$ cat src/design/ftrc_pkg.sv
// ----------------------------------------------------------------------------
// ftrc_pkg: shared types and constants for the five-tuple rule classifier
// Holds transaction structs, operation and status codes, table geometry.
// ----------------------------------------------------------------------------
package ftrc_pkg;

	localparam int RULES_PER_TABLE = 64;
	localparam int INSTANCES       = 4;
	localparam int AUTO_ID_STEP    = 5;
	localparam int TOTAL_SLOTS     = RULES_PER_TABLE * INSTANCES;
	localparam int SLOT_W          = $clog2(RULES_PER_TABLE);
	localparam int CNT_W           = $clog2(RULES_PER_TABLE + 1);
	localparam int INST_W          = (INSTANCES > 1) ? $clog2(INSTANCES) : 1;
	localparam int ADDR_W          = $clog2(TOTAL_SLOTS);
	localparam int QUEUE_DEPTH     = 2;

	typedef enum logic [2:0] {
		KIND_ADD     = 3'd0,
		KIND_DELETE  = 3'd1,
		KIND_MOD_SET = 3'd2,
		KIND_MOD_CLR = 3'd3,
		KIND_MATCH   = 3'd4
	} kind_t;

	typedef enum logic [2:0] {
		ST_OK        = 3'd0,
		ST_EXISTS    = 3'd1,
		ST_FULL      = 3'd2,
		ST_NOT_FOUND = 3'd3,
		ST_OVERFLOW  = 3'd4
	} status_t;

	typedef struct packed {
		logic [2:0]  kind;
		logic [1:0]  instance_req;
		logic [15:0] rule_id;
		logic [4:0]  field_mask;
		logic [31:0] src_addr;
		logic [5:0]  src_len;
		logic [31:0] dst_addr;
		logic [5:0]  dst_len;
		logic [15:0] src_port;
		logic [15:0] dst_port;
		logic [7:0]  proto;
	} req_t;

	typedef struct packed {
		logic        hit;
		logic [15:0] result_id;
		logic [2:0]  status;
	} rsp_t;

	// one stored rule, one memory word
	typedef struct packed {
		logic [15:0] key;
		logic [4:0]  enables;
		logic [5:0]  src_len;
		logic [31:0] src_addr;
		logic [5:0]  dst_len;
		logic [31:0] dst_addr;
		logic [15:0] src_port;
		logic [15:0] dst_port;
		logic [7:0]  proto;
	} rule_t;

	localparam int RULE_W = $bits(rule_t);

	typedef enum logic [3:0] {
		S_IDLE,
		S_LAST_RD,
		S_LAST_WT,
		S_DECIDE,
		S_SCAN,
		S_SHIFT_UP,
		S_SHIFT_DN,
		S_WRITE,
		S_DONE
	} state_t;

	function automatic logic [5:0] sat_len(input logic [5:0] len);
		sat_len = (len > 6'd32) ? 6'd32 : len;
	endfunction

	function automatic logic prefix_hit(input logic [31:0] pa, input logic [5:0] plen,
			input logic [31:0] addr);
		logic [5:0]  l;
		logic [31:0] m;
		l = sat_len(plen);
		m = (l == 6'd0) ? 32'h0 : (32'hFFFF_FFFF << (6'd32 - l));
		prefix_hit = ((pa ^ addr) & m) == 32'h0;
	endfunction

	function automatic logic rule_hit(input rule_t r, input req_t q);
		rule_hit = (!r.enables[0] || prefix_hit(r.src_addr, r.src_len, q.src_addr)) &&
			(!r.enables[1] || prefix_hit(r.dst_addr, r.dst_len, q.dst_addr)) &&
			(!r.enables[2] || r.src_port == q.src_port) &&
			(!r.enables[3] || r.dst_port == q.dst_port) &&
			(!r.enables[4] || r.proto == q.proto);
	endfunction

endpackage

$ cat src/design/ftrc_front.sv
// ----------------------------------------------------------------------------
// ftrc_front: request intake queue
// Two-entry queue that takes transactions while the engine is busy.
// ----------------------------------------------------------------------------
module ftrc_front (
	input  logic            clk,
	input  logic            arst_n,
	input  logic            in_valid,
	output logic            in_ready,
	input  ftrc_pkg::req_t  in_data,
	output logic            q_valid,
	input  logic            q_ready,
	output ftrc_pkg::req_t  q_data
);

	ftrc_pkg::req_t buf_q [ftrc_pkg::QUEUE_DEPTH];
	logic           wp_q, rp_q;
	logic [1:0]     cnt_q;
	logic           push, pop;

	assign in_ready = (cnt_q != 2'd2);
	assign q_valid  = (cnt_q != 2'd0);
	assign q_data   = buf_q[rp_q];
	assign push     = in_valid && in_ready;
	assign pop      = q_valid && q_ready;

	always_ff @(posedge clk) begin
		if (push) begin
			buf_q[wp_q] <= in_data;
		end
	end

	always_ff @(posedge clk or negedge arst_n) begin
		if (!arst_n) begin
			wp_q  <= 1'b0;
			rp_q  <= 1'b0;
			cnt_q <= 2'd0;
		end else begin
			if (push) wp_q <= ~wp_q;
			if (pop) rp_q <= ~rp_q;
			cnt_q <= cnt_q + {1'b0, push} - {1'b0, pop};
		end
	end

	a_no_overflow: assert property (@(posedge clk) disable iff (!arst_n)
		cnt_q == 2'd2 |-> !in_ready)
		else $error("queue accepted while full");
	a_cnt_range: assert property (@(posedge clk) disable iff (!arst_n)
		cnt_q != 2'd3)
		else $error("queue count out of range");
	a_pop_moves: assert property (@(posedge clk) disable iff (!arst_n)
		pop && !push |=> cnt_q == $past(cnt_q) - 2'd1)
		else $error("queue pop lost");

endmodule

$ cat config.mk
export PLATFORM = sky130hd
export DESIGN_NAME = ftrc_front
export DESIGN_NICKNAME = d
export VERILOG_FILES = /design/src/design/ftrc_pkg.sv /design/src/design/ftrc_front.sv
export SDC_FILE = /design/constraint.sdc
export NUM_CORES = 1
export LEC_CHECK = 0
export CAP_MARGIN = 20
export CORE_AREA = 10 10 136 150
export CTS_CLUSTER_SIZE = 28
export DETAILED_ROUTE_END_ITERATION = 7
export DIE_AREA = 0 0 146 160
export DONT_BUFFER_PORTS = 1
export PLACE_DENSITY = 0.78
export SYNTH_ARGS = -nofsm -noshare
export SYNTH_HDL_FRONTEND = slang
export SYNTH_SLANG_ARGS = --single-unit
export TNS_END_PERCENT = 20
$ cat constraint.sdc
create_clock -name clk -period 9.3 [get_ports clk]
set_input_delay 2.325 -clock clk [delete_from_list [all_inputs] [get_ports clk]]
set_output_delay 2.325 -clock clk [all_outputs]
set_load 0.01 [all_outputs]
Word-level counts from Yosys, hierarchy flattened
Memories as Yosys holds them, arrays and structs flattened.
Cells that the tools add are included.
- bits in registers: 4
- RAM bits: 284
- input port bits: 146
- output and inout bits: 144
- logic and storage cells: 14
- memories kept: 1
- $add $sub $neg: 2
- equal/unequal tests: 1
- multiplexer cells: 2
- bitwise gates (word level): 2
- reductions and logical operators: 3
- memory list (name ; depth ; width ; read ports ; clocked after Yosys merged registers in ; write ports ; RTL line ; text):
    buf_q ; 2 ; 142 ; 1 ; 0 ; 1 ; ftrc_front.sv:16 ; ftrc_pkg::req_t buf_q [ftrc_pkg::QUEUE_DEPTH];
- operator list (kind ; count):
    $add A2 B1 Y2 ; 1
    $logic_and A1 B1 Y1 ; 2
    $mux W1 ; 2
    $ne A2 B2 Y1 const B ; 1
    $not A1 Y1 ; 2
    $reduce_bool A2 Y1 ; 1
    $sub A2 B1 Y2 ; 1

Depth between registers and ports, before layout
- word-level depth: 4
- mapped depth: 7
- mapped depth without buffers: 7

Worst setup path after synthesis
OpenSTA, ideal clock, no wires.
- kind: input -> register
- start point: input in_valid
- end point: memory buf_q[0][0] in the netlist's numbering, enable pin
- arrival time: 8.317 ns
- required time: 8.655 ns
- setup slack: 0.337 ns
- stages: 2
- path buffers: 0
- cell sequence: nand2_1 > nor2_1
- longest elaborated chain between the ends: 3
- ends and longest elaborated chain (element ; RTL line ; text):
    from (decl) ; ftrc_front.sv:8 ; input logic in_valid,
    $logic_and A1 B1 Y1 ; ftrc_front.sv:24 ; assign push = in_valid && in_ready;
    $mux W1 ; ftrc_front.sv:28 ; if (push) begin
    $mux W1 (not written as such) ; ftrc_front.sv:29 ; buf_q[wp_q] <= in_data;
    to (decl) ; ftrc_front.sv:16 ;
No other way between the ends.

==> impl_metrics.yaml <==
outcome:
  outcome: "finished clean"
cts:
  cts_sinks: 288
  cts_root_buffer: "clkbuf_16"
  numCtsBuffers: 29
  postCtsHoldBufs: 0
  clk_latency_ns: 0.52
  clk_pin_slew_ns: 0.06
  cts_resized: 0
  tritoncts: "built"
  htree_levels: 1
  ctsLongestPathBuffers: 3
  post_cts_buffers: 0
pwr:
  total_leakage_power_uw: 0.00403
  power.density_nw_per_um2: 333
  ir_worst_vdd_mv: 0.214
layout:
  utilization_pct: 67.8
  multi_input_area_sq_um: 1970
  drive_gt1_share_pct: 37.1
  n_fill_cell: 1076
  syn_to_final_growth_pct: 10.1
  nNetsFinal: 627
  n_antenna_cell: 0
  regArea_sq_um: 8630
  design_area_sq_um: 11800
placement:
  place_ws_ns: 4.28
  placed_cell_area_sq_um: 10900
  hpwl_um: 14200
  gp_congestion: 0.764
  io_buffers: 0
setup_path:
  r2r_cells: 3
  cp_max_fo: 76
  r2r_end: "buf_q[1][70]"
  reg2reg_setup_slack_ns: 6.43
  crit_required_ns: 6.98
  startpoint_type: "register"
  cp-end-kind: "primary output"
  reg2reg_from: "cnt_q[0]"
  cp.arrival_ns: 2.91
  worst-setup-path-type: "register to primary output"
timing:
  grt_setup_unrepaired: "no"
  max-slew-margin-rel_pct: 26.1
  slew_viol_final: 0
  tns_ns: 0
  setup_violations: 0
  skew_ns: 0.0161
  fmax_mhz: 191
  hold_viol: 0
  min_period_ns: 5.23
  tightest_slew_ns: 1.11
  fin_crit_sh_pct: 56.3
  hold_slack_ns: 0.584
  setup_ws_ns: 4.07
drt:
  first_iter_violations: 290
  dr.pass1.iters: 4
  ant_nets: 0
  vias_per_cell: 5.80
  drc: 0
  wl_um: 20400
  wl_per_cell_um: 27.7
  vias: 4272
floorplanning:
  num_io_pins: 290
  floorplan.rows: 51
  coreArea_sq_um: 17400
  dieHeight_um: 160
  start_util_pct: 61.6
  die-width_um: 146
  die_area_sq_um: 23400
grt:
  grt_use_total_pct: 16.5
  grt_overflow: 0
  grt_max_degree: 77
  antenna_found_initial: 1
  grt_pass1_vias: 4627
  grt_pass1_wl_um: 29600
synth:
  synth-simple-area-share_pct: 0.303
  netlist_instances: 459
  ys_types: 16
  seq_area_frac_synth_pct: 80.5
  synth_area_per_cell_sq_um: 23.4
  syn_area_sq_um: 10700
  yosys.area_share.adder_pct: 0.233
  syn_nets: 607
  ys_ff_latch: 288
  synth.area.mux_share_pct: 17.4
  synth_top_family_by_area: "multiplexers"
  yosysWarnings: 0
  synth_xor_area_share_pct: 0.327
  synth_compound_area_share_pct: 0
min_path:
  worstHoldEndpoint: "cnt_q[0]"
  hold_class: "register to register"
  hold_path.startpoint: "cnt_q[0]"
  hold_depth: 1
flow_run:
  drv_cap: 0
-- placed cells by master (no fill, tap or decap), types with 2 or more instances in the layout --
cell type / synthesis / routed
xnor2_1: 3 / 3
mux2_4: 70 / 70
edfxtp_1: 284 / 284
clkinv_1: 0 / 12
clkbuf_1: 0 / 5
dfrtp_1: 4 / 3
clkbuf_16: 0 / 29
ha_1: 2 / 2
buf_4: 0 / 4
mux2_2: 72 / 72
clkinv_2: 0 / 2
-- how the worst max path moves through the flow --
| stage | startpoint | end | slack, ns |
|---|---|---|---|
| 6_report | rp_q | q_data[132] | 4.07 |
| 5_1_grt | rp_q | q_data[132] | 3.92 |
| 4_1_cts | rp_q | q_data[9] | 3.71 |
| 3_5_place_dp | rp_q | q_data[132] | 4.28 |
| 3_3_place_gp | rp_q | q_data[9] | 4.37 |
| 2_1_floorplan | in_valid | buf_q[0][0] | 0.34 |
-- worst max-delay path, cell delays in order, from the launching register on --
cell and delay [ns]:
dfrtp_4 0.56, buf_16 0.36, buf_4 0.86, mux2_2 0.47
-- sequential cells by signal, indices dropped and copies added, names as in the netlist --
signal	count
buf_q	284
cnt_q	2
rp_q	1
wp_q	1
-- logic make-up (layout without fill, tap and decap cells) --
kind of cell / Yosys count / count (layout)
flip-flops: 288 / 288
AND/OR/NAND/NOR: 6 / 6
buffers and inverters: 17 / 57
multiplexers: 142 / 142
XOR/XNOR: 4 / 4
adder cells (fa/ha/maj): 2 / 2
-- synthesized netlist by cell type --
| cell | instances | area share [%] |
|---|---|---|
| or2_2 | 1 | 0.058 |
| edfxtp_1 | 284 | 80 |
| buf_2 | 7 | 0.33 |
| dfrtp_1 | 4 | 0.93 |
| and3_1 | 1 | 0.058 |
| inv_1 | 1 | 0.035 |
| buf_6 | 9 | 0.95 |
| and2_1 | 1 | 0.058 |
| mux2_2 | 72 | 7.6 |
| xor2_1 | 1 | 0.082 |
| nand2_1 | 1 | 0.035 |
| nand2b_1 | 1 | 0.058 |
| nor2_1 | 1 | 0.035 |
| mux2_4 | 70 | 9.8 |
| ha_1 | 2 | 0.23 |
| xnor2_1 | 3 | 0.25 |
-- power breakdown --
group / internal (uW) / switching, uW / total, uW
clock: 593 / 429 / 1020
combinational: 431 / 605 / 1040
sequential: 1780 / 89.2 / 1870
total: 2810 / 1120 / 3930
-- per-layer routing --
metal	routed length [um]	part of all wire, %	track usage, %
met2	10100	49	27.3
met4	442	2.2	4.55
met1	7110	35	17.7
met5	0	0	0
met3	2820	14	9.72
-- stage by stage --
step,total power (uW),instances
after CTS,3980,736
after detailed placement,2950,685
after global routing,4100,737
final,3930,737
after global placement,2900,685
after floorplan,2800,459
-- area by class of cell --
type | count | share of cell area [%]
clock inverters | 17 | 0.859
repair buffers | 5 | 0.488
clock buffers | 34 | 6.31
flip-flops and latches | 288 | 73.1
multi-input cells | 154 | 16.7
inverters | 1 | 0.0318
well taps | 238 | 2.52
Power figures use the tool's default switching activity.
